File: src/hw/rtl/pssdt_pkg.sv
// ----------------------------------------------------------------------------
// pssdt_pkg
// Shared types and constants of the parameter shadow store.
// ----------------------------------------------------------------------------
package pssdt_pkg;

  // number of parameter lists, 256 bytes each
  localparam int LIST_COUNT = 8;
  localparam int LIST_BYTES = 256;
  localparam int DEPTH      = LIST_COUNT * LIST_BYTES;
  localparam int AW         = $clog2(DEPTH);
  localparam int TW         = $clog2(DEPTH + 1);
  // width wide enough to compare a list number with LIST_COUNT
  localparam int LCW        = $clog2(LIST_COUNT + 1) + 1;

  // store word: {pending, used, data byte}
  localparam int WW = 10;

  // operation codes
  localparam logic [2:0] MODE_READ     = 3'd0;
  localparam logic [2:0] MODE_WRITE    = 3'd1;
  localparam logic [2:0] MODE_DEVICE   = 3'd2;
  localparam logic [2:0] MODE_FIND     = 3'd3;
  localparam logic [2:0] MODE_CLEAR    = 3'd4;
  localparam logic [2:0] MODE_MARK_ALL = 3'd5;

  typedef enum logic [2:0] {
    ST_CLR,
    ST_IDLE,
    ST_RD,
    ST_EX,
    ST_FIN
  } ctl_state_e;

  // controller to datapath
  typedef struct packed {
    logic clr;
    logic start;
    logic rd;
    logic ex;
    logic fin;
  } dp_cmd_t;

  // datapath to controller
  typedef struct packed {
    logic clr_last;
    logic ex_last;
    logic out_free;
  } dp_sts_t;

endpackage

File: src/hw/rtl/pssdt_ctrl.sv
// ----------------------------------------------------------------------------
// pssdt_ctrl
// Sequencer: clearing pass after reset, then read / execute steps per item.
// ----------------------------------------------------------------------------
module pssdt_ctrl (
  input  logic              clk_i,
  input  logic              rst_ni,
  input  logic              in_valid_i,
  output logic              in_stall_o,
  input  pssdt_pkg::dp_sts_t sts_i,
  output pssdt_pkg::dp_cmd_t cmd_o
);

  pssdt_pkg::ctl_state_e state_q, state_d;

  // state register
  always_ff @(posedge clk_i or negedge rst_ni) begin
    if (!rst_ni) begin
      state_q <= pssdt_pkg::ST_CLR;
    end else begin
      state_q <= state_d;
    end
  end

  // next state
  always_comb begin
    state_d = state_q;
    unique case (state_q)
      pssdt_pkg::ST_CLR: begin
        if (sts_i.clr_last) state_d = pssdt_pkg::ST_IDLE;
      end
      pssdt_pkg::ST_IDLE: begin
        if (in_valid_i) state_d = pssdt_pkg::ST_RD;
      end
      pssdt_pkg::ST_RD: begin
        state_d = pssdt_pkg::ST_EX;
      end
      pssdt_pkg::ST_EX: begin
        state_d = sts_i.ex_last ? pssdt_pkg::ST_FIN : pssdt_pkg::ST_RD;
      end
      pssdt_pkg::ST_FIN: begin
        if (sts_i.out_free) state_d = pssdt_pkg::ST_IDLE;
      end
      default: state_d = pssdt_pkg::ST_IDLE;
    endcase
  end

  // outputs
  always_comb begin
    cmd_o      = '0;
    in_stall_o = 1'b1;
    unique case (state_q)
      pssdt_pkg::ST_CLR:  cmd_o.clr = 1'b1;
      pssdt_pkg::ST_IDLE: begin
        in_stall_o  = 1'b0;
        cmd_o.start = in_valid_i;
      end
      pssdt_pkg::ST_RD:   cmd_o.rd  = 1'b1;
      pssdt_pkg::ST_EX:   cmd_o.ex  = 1'b1;
      pssdt_pkg::ST_FIN:  cmd_o.fin = sts_i.out_free;
      default: ;
    endcase
  end

endmodule

File: config.mk
export PLATFORM = sky130hd
export DESIGN_NAME = pssdt_ctrl
export DESIGN_NICKNAME = d
export VERILOG_FILES = /design/src/hw/rtl/pssdt_pkg.sv /design/src/hw/rtl/pssdt_ctrl.sv
export SDC_FILE = /design/constraint.sdc
export NUM_CORES = 1
export LEC_CHECK = 0
export BUFFER_PORTS_ARGS = -buffer_cell sky130_fd_sc_hd__buf_4
export CAP_MARGIN = 30
export CELL_PAD_IN_SITES_DETAIL_PLACEMENT = 2
export CELL_PAD_IN_SITES_GLOBAL_PLACEMENT = 2
export CORE_AREA = 2 2 39 41
export DETAILED_ROUTE_END_ITERATION = 10
export DIE_AREA = 0 0 41 43
export PLACE_DENSITY_LB_ADDON = 0.1
export SLEW_MARGIN = 20
export SYNTH_ARGS = -nofsm -noshare
export SYNTH_HDL_FRONTEND = slang
export SYNTH_SLANG_ARGS = --single-unit
File: constraint.sdc
create_clock -name clk_i -period 1.2 [get_ports clk_i]
set_clock_uncertainty 0.05 [all_clocks]
set_input_delay 0.06 -clock clk_i [delete_from_list [all_inputs] [get_ports clk_i]]
set_output_delay 0.06 -clock clk_i [all_outputs]
set_load 0.1 [all_outputs]
Yosys cells after proc, flatten, opt, wreduce, memory -nomap -nowiden
Index checks and enable logic that the tools add are counted.
{"block": "op_classes", "n_eq_ne": 7, "muxes": 11, "reduce_logical": 2}
{"operator": "$pmux W3 S5", "n": 1}
{"operator": "$mux W3", "n": 4}
{"operator": "$eq A3 B2 Y1 const B", "n": 2}
{"operator": "$mux W1", "n": 6}
{"operator": "$ne A2 B2 Y1 const B", "n": 3}
{"operator": "$eq A3 B1 Y1 const B", "n": 1}
{"operator": "$eq A3 B3 Y1 const B", "n": 1}
{"operator": "$logic_not A3 Y1", "n": 1}
{"operator": "$reduce_and A3 Y1", "n": 1}
{"block": "word_totals", "in_bits": 6, "wordCells": 21, "register_bits": 3}

Longest topological paths before layout
Gate-level depths: netlist (run 1).
{"block": "depth", "ltp_word": 3, "depth_mapped": 3, "mapped_depth_nobuf": 2}

Worst setup path before layout (run 1)
Ideal clock, no wire load.
{"block": "synth_timing", "path_kind": "reg-to-output", "from": "reg state_q[0]", "to": "out cmd_o[4] (netlist bit)", "slack_ns": -1.492, "path_stages_with_launch": 3, "t_arrival_ns": 2.582, "path_buffers": 1, "path_cell_list": "dfrtp_1 -> clkbuf_1 -> nor3_1"}
{"element": "start, declared", "line_no": "pssdt_ctrl.sv:14", "text": "pssdt_pkg::ctl_state_e state_q, state_d;"}
{"element": "start signal, assigned", "line_no": "pssdt_ctrl.sv:19", "text": "state_q <= pssdt_pkg::ST_CLR;"}
{"element": "start signal, assigned", "line_no": "pssdt_ctrl.sv:21", "text": "state_q <= state_d;"}
{"element": "end, declared", "line_no": "pssdt_ctrl.sv:11", "text": "output pssdt_pkg::dp_cmd_t cmd_o"}

==> results.md, run 1 <==
- Worst slew margin: between 80% and 90%
- NumNets Final: 55
- Min-delay src: sts_i[1]
- Fin. max-slew vios: 0
- Final setup margin: -0.132 ns
- Ant diodes: 0
- YS warnings: 0
- Pre-antenna DRT Iters: 1
- Most frequent cells in the layout: buf_4 (11), buf_12 (6)
- Worst setup path class: reg2out
- Simple-gate area share of the yosys netlist: a little under two fifths
- Gr usage total: about 14%
- Pre-CTS setup slack: -0.0464 ns
- Crit Reg-Reg Startpoint: state_q[1]$_DFFE_PN0P_
- Initial Utilization: 14.5%
- Layout Area Growth over Synthesis: 174%
- Synthesized net count: 31
- Post-synthesis xor/xnor area fraction: 0%
- Grt total ovfl: 0
- Crit path capture type: primary output
- Multiplexer share of the synthesized area: roughly 5%
- Largest net degree at the start of global routing: 7
- Inserted Clock Buffers: 3
- Compound-Gate Fraction of Synth Area: between 10 and 15%
- TNS Setup: -0.600 ns
- Largest register FFs: 3
- Final hold viol count: 0
- Arr. time, crit path: approximately 1.2 ns
- Worst-path maximum fanout: 5
- FMAX: 751 MHz
- H-tree Lvls: 1
- Rows: 14
- Die height: between 40 and 50 um
- Initial DRC count: 0
- Wirelength, routed: ~910 um
- Routed Antenna Nets: 0
- Tightest Hold Check Type: in2reg
- Worst reg2reg path endpoint: state_q[2]$_DFFE_PN0P_
- Boundary Pins: 12
- Die area: about 0.0018 mm2
- Vias in the first global route: between 300 and 400
- Fraction of layout cells with a size suffix above 1: between 70% and 80%
- Worst-Margin Slew: approximately 0.20 ns
- Period Utilization, post-route: 111%
- Crit. Startpoint: state_q[1]$_DFFE_PN0P_
- Largest reg by FF count: state_q
- Placer congestion estimate: 0.600
- First-pass GRT wire length: between 1.5 and 2 mm
- Clk_lat worst skew: around 0.24 ns
- Status: finished, violations left
- CTS tree: built
- HPWL after DPL: 543 um
- Number of antenna violations at the first check in global routing: 0
- Cell area after synthesis: 200 um2
- Die width: 41 um
- Yosys cell types: 16
- Hold depth: 3
- Endpoint, Worst Hold: state_q[2]$_DFFE_PN0P_
- IO Port Bufs: 11
- Synth Area in Adders: 0%
- Clock buffer depth: 2
- Vias per std cell: 4.17
- Synthesized instance count: 25
- Largest regs: state_q: 3 flops
- Combinational family with the most area after synthesis: simple AND/OR/NAND/NOR gates
- Via Count: 267
- # setup viols final: 7
- Register area share after synthesis: roughly 38%
- Crit path required time: between 1 and 1.5 ns
- R2r setup slk: -0.01 ns
- Failing checks: negative setup slack
- Mean post-synth cell area: ~8.0 um2
- Commonest non-fill, non-tap cell in the layout: buf_4
- Routed length per instance: around 14 um
- R2R cell count: 2
- Clock-pin slew on the worst setup and hold paths: approximately 0.04 ns
- Flops & latches, synth: 3
- Clk sinks: 3
- Startpoint types: register
- Minimum clock period after layout: between 1 and 1.5 ns
- Root Driver: clkbuf_4
- RSZ-0062 raised after global routing: true
- # DRC: 0
- Area of the core: 0.00138 mm2
- Max-Cap Viols: 0
-- worst max-delay path by stage --
stage	to	slack [ns]	depth (start not counted)
2_1_floorplan	cmd_o[4]	-0.24	2
3_3_place_gp	cmd_o[0]	-0.01	3
3_5_place_dp	cmd_o[0]	-0.05	3
4_1_cts	cmd_o[4]	-0.13	3
5_1_grt	cmd_o[4]	-0.18	3
6_report	cmd_o[4]	-0.13	3
-- cells by family after synthesis --
logic type | count (synthesis)
AOI/OAI and AO/OA | 4
and+or+nand+nor | 14
muxes | 1
buffers and inverters | 3
DFF | 3
-- cells in the mapped netlist --
| library cell | n | area (um2) |
|---|---|---|
| nor2_1 | 5 | 18.8 |
| dfrtp_1 | 3 | 75.1 |
| and3_1 | 2 | 12.5 |
| nand2_1 | 2 | 7.51 |
| nand2b_1 | 2 | 12.5 |
| a21bo_2 | 1 | 10.0 |
| a21oi_1 | 1 | 5.00 |
| a2bb2oi_1 | 1 | 8.76 |
| clkbuf_1 | 1 | 3.75 |
| clkbuf_2 | 1 | 5.00 |
| inv_1 | 1 | 3.75 |
| mux2i_1 | 1 | 10.0 |
| nand3b_1 | 1 | 7.51 |
| nor3_1 | 1 | 5.00 |
| o21ai_0 | 1 | 5.00 |
| or4b_1 | 1 | 10.0 |
-- through the flow --
step | cells | instance area, um2 | hold WS (ns) | utilization [%]
floorplan | 25 | 259 | -0.286 | -
global placement | 54 | 364 | -0.201 | 26.3
detailed placement | 54 | 364 | -0.199 | 26.3
CTS | 64 | 543 | 0.0302 | 39.2
global route | 64 | 548 | 0.0398 | 39.6
finish | 64 | 548 | 0.0350 | 39.6
-- final cells by class --
class                      instances  area [um2]
tap                               16        20.0
multi-input combinational         19         170
inverter                           1        6.26
clock buffer                       4        26.3
fill                             144         836
timing repair buffer              21         246
sequential                         3        78.8
-- critical path, stage by stage, from the launching register on --
cell,delay [ns]
dfrtp_2,0.45
buf_4,0.17
nor3_4,0.16
buf_12,0.20
-- timing repair --
action / in CTS / in global routing
pin swaps: 6 / 0
hold endpoints to repair: 3 / 0
setup buffers: 5 / 0
endpoints found under the setup margin: 8 / 8
gates resized for setup: 33 / 1
hold buffers: 1 / 0
-- per-layer routing --
| layer | up-vias | part of all wire [%] | track usage [%] |
|---|---|---|---|
| met5 | - | 0 | 0 |
| met4 | 0 | 1.2 | 10.0 |
| met3 | 2 | 4.5 | 4.19 |
| met2 | 9 | 59 | 22.8 |
| met1 | 126 | 35 | 14.5 |
| li1 | 130 | - | - |
Power of run 1 is left out: the tool's default activity adds up to more than one toggle a clock period on the data nets, which glitch-free logic cannot reach.
==> inputs of run 2 (changes only) <==
Settings changed: CTS_BUF_LIST from default to sky130_fd_sc_hd__clkbuf_8.
==> run 2 against run 1 <==
  * The run still ends with negative setup slack left
  * First-iteration DRC count did not move
  * Non-clock buffer count is the same
  * Die area did not move
  * Critical path type unchanged
  * Critical endpoint unchanged
==> results.md, run 2 (synthesis gave the netlist of run 1 again) <==
- Fraction of layout cells with a size suffix above 1: between 70 and 80%
- Worst setup path class: reg2out
- Final setup margin: -0.101 ns
- Crit path to: cmd_o[4]
- CP top delay family: flip-flops
- Ant diodes: 0
- Clk_lat worst skew: ~0.21 ns
- Grt met1 use: roughly 15%
- Initial Utilization: around 14%
- CTS tree: built
- Most frequent cells in the layout: buf_4 (10), buf_12 (6), buf_6 (4)
- Worst reg2reg path endpoint: state_q[2]$_DFFE_PN0P_
- Root Driver: clkbuf_8
- NumNets Final: 55
- Crit-path slowest cell: dfrtp_2
- Largest net degree at the start of global routing: 7
- Arr. time, crit path: approximately 1.2 ns
- Grt total ovfl: 0
- Core Util, Final: approximately two fifths
- Number of antenna violations at the first check in global routing: 0
- Worst slew margin: between 80% and 90%
- RSZ-0062 raised after global routing: true
- Die width: 41 um
- Routed length per instance: around 14 um
- Inserted Clock Buffers: 3
- Minimum clock period after layout: 1.30 ns
- Die area: 0.00176 mm2
- Gr usage total: between 10% and 20%
- Crit path buf inv count: 2
- Hold slack: about 0.060 ns
- Placed insts: 54
- Worst-path maximum fanout: 5
- Crit. Startpoint: state_q[2]$_DFFE_PN0P_
- Vias per std cell: between 4 and 5
- Crit path required time: approximately 1.1 ns
- GRT busiest layer: met2
- Failing checks: negative setup slack
- Fin. max-slew vios: 0
- CP max stage delay: approximately 0.44 ns
- Routed Antenna Nets: 0
- Final hold viol count: 0
- IO Port Bufs: 11
- Crit path capture type: primary output
- Wirelength, routed: roughly 910 um
- Largest regs: state_q: 3 flops
- HPWL after DPL: 543 um
- Placer congestion estimate: 0.600
- # DRC: 0
- Boundary Pins: 12
- Crit-path cells: buf_6 -> nor3_4 -> buf_12
- H-tree Lvls: 1
- Worst-Margin Slew: between 0.15 and 0.2 ns
- Clk sinks: 3
- FMAX: ~770 MHz
- Status: finished, violations left
- First-pass GRT wire length: ~1.6 mm
- Largest reg by FF count: state_q
- Initial DRC count: 0
- Rows: 14
- Pre-CTS setup slack: -0.0464 ns
- Crit Reg-Reg Startpoint: state_q[1]$_DFFE_PN0P_
- Max-Cap Viols: 0
- R2r setup slk: -0.02 ns
- Commonest non-fill, non-tap cell in the layout: buf_4
- Tightest Hold Check Type: in2reg
- Non-filler instance count after layout: 64
- Die height: 43 um
- Vias in the first global route: 346
- Largest register FFs: 3
- Met3 Resource Use GR: between 4 and 5%
- # setup viols final: 8
- Clock-pin slew on the worst setup and hold paths: 0.03 ns
- Area of the core: around 0.0014 mm2
- Via Count: approximately 270
- Clock buffer depth: 2
- Startpoint types: register
- Period Utilization, post-route: 108%
- Layout Area Growth over Synthesis: 188%
- Critical path depth: 3
- Pre-antenna DRT Iters: 1
- Met2 usage: about 23%
- R2R cell count: 2
-- run 2: what timing repair did --
action	CTS	global route
buffers inserted	5	0
endpoints found under the setup margin	7	8
endpoints found under the hold margin	3	0
resized for setup	32	4
hold buffers	1	0
gates cloned	0	0
pin swaps	6	1
-- run 2: cell type report --
cell class                      count  area [um2]
Clock buffer                        3        41.3
Clock inverter                      1        3.75
Fill cell                         145         807
Inverter                            1        6.26
Multi-Input combinational cell     19         176
Sequential cell                     3        78.8
Tap cell                           16        20.0
Timing Repair Buffer               21         250
-- run 2: worst reg2reg max path: stages, from the launching register on --
cell and delay, ns:
dfrtp_2 0.46, or4b_1 0.55, o21ai_1 0.09
-- run 2: worst min path at each step --
stage          startpoint                     end  cells after the start
3_5_place_dp       rst_ni  state_q[2]$_DFFE_PN0P_                      1
2_1_floorplan      rst_ni  state_q[0]$_DFFE_PN0P_                      0
6_report         sts_i[1]  state_q[2]$_DFFE_PN0P_                      3
5_1_grt          sts_i[1]  state_q[2]$_DFFE_PN0P_                      3
4_1_cts          sts_i[1]  state_q[2]$_DFFE_PN0P_                      3
3_3_place_gp       rst_ni  state_q[2]$_DFFE_PN0P_                      1
-- run 2: stage by stage --
step / setup TNS, ns / instance area [um2]
after floorplan: -0.545 / 259
after global placement: -0.0126 / 364
after detailed placement: -0.108 / 364
after CTS: -0.404 / 558
after global routing: -0.879 / 577
final: -0.490 / 577
-- run 2: per-layer routing --
layer  share of wire (%)  vias up
li1                    -      131
met1                  35      125
met2                  58       10
met3                 5.3        3
met4                 1.1        0
met5                   0        -
Power of run 2 is left out for the same reason.
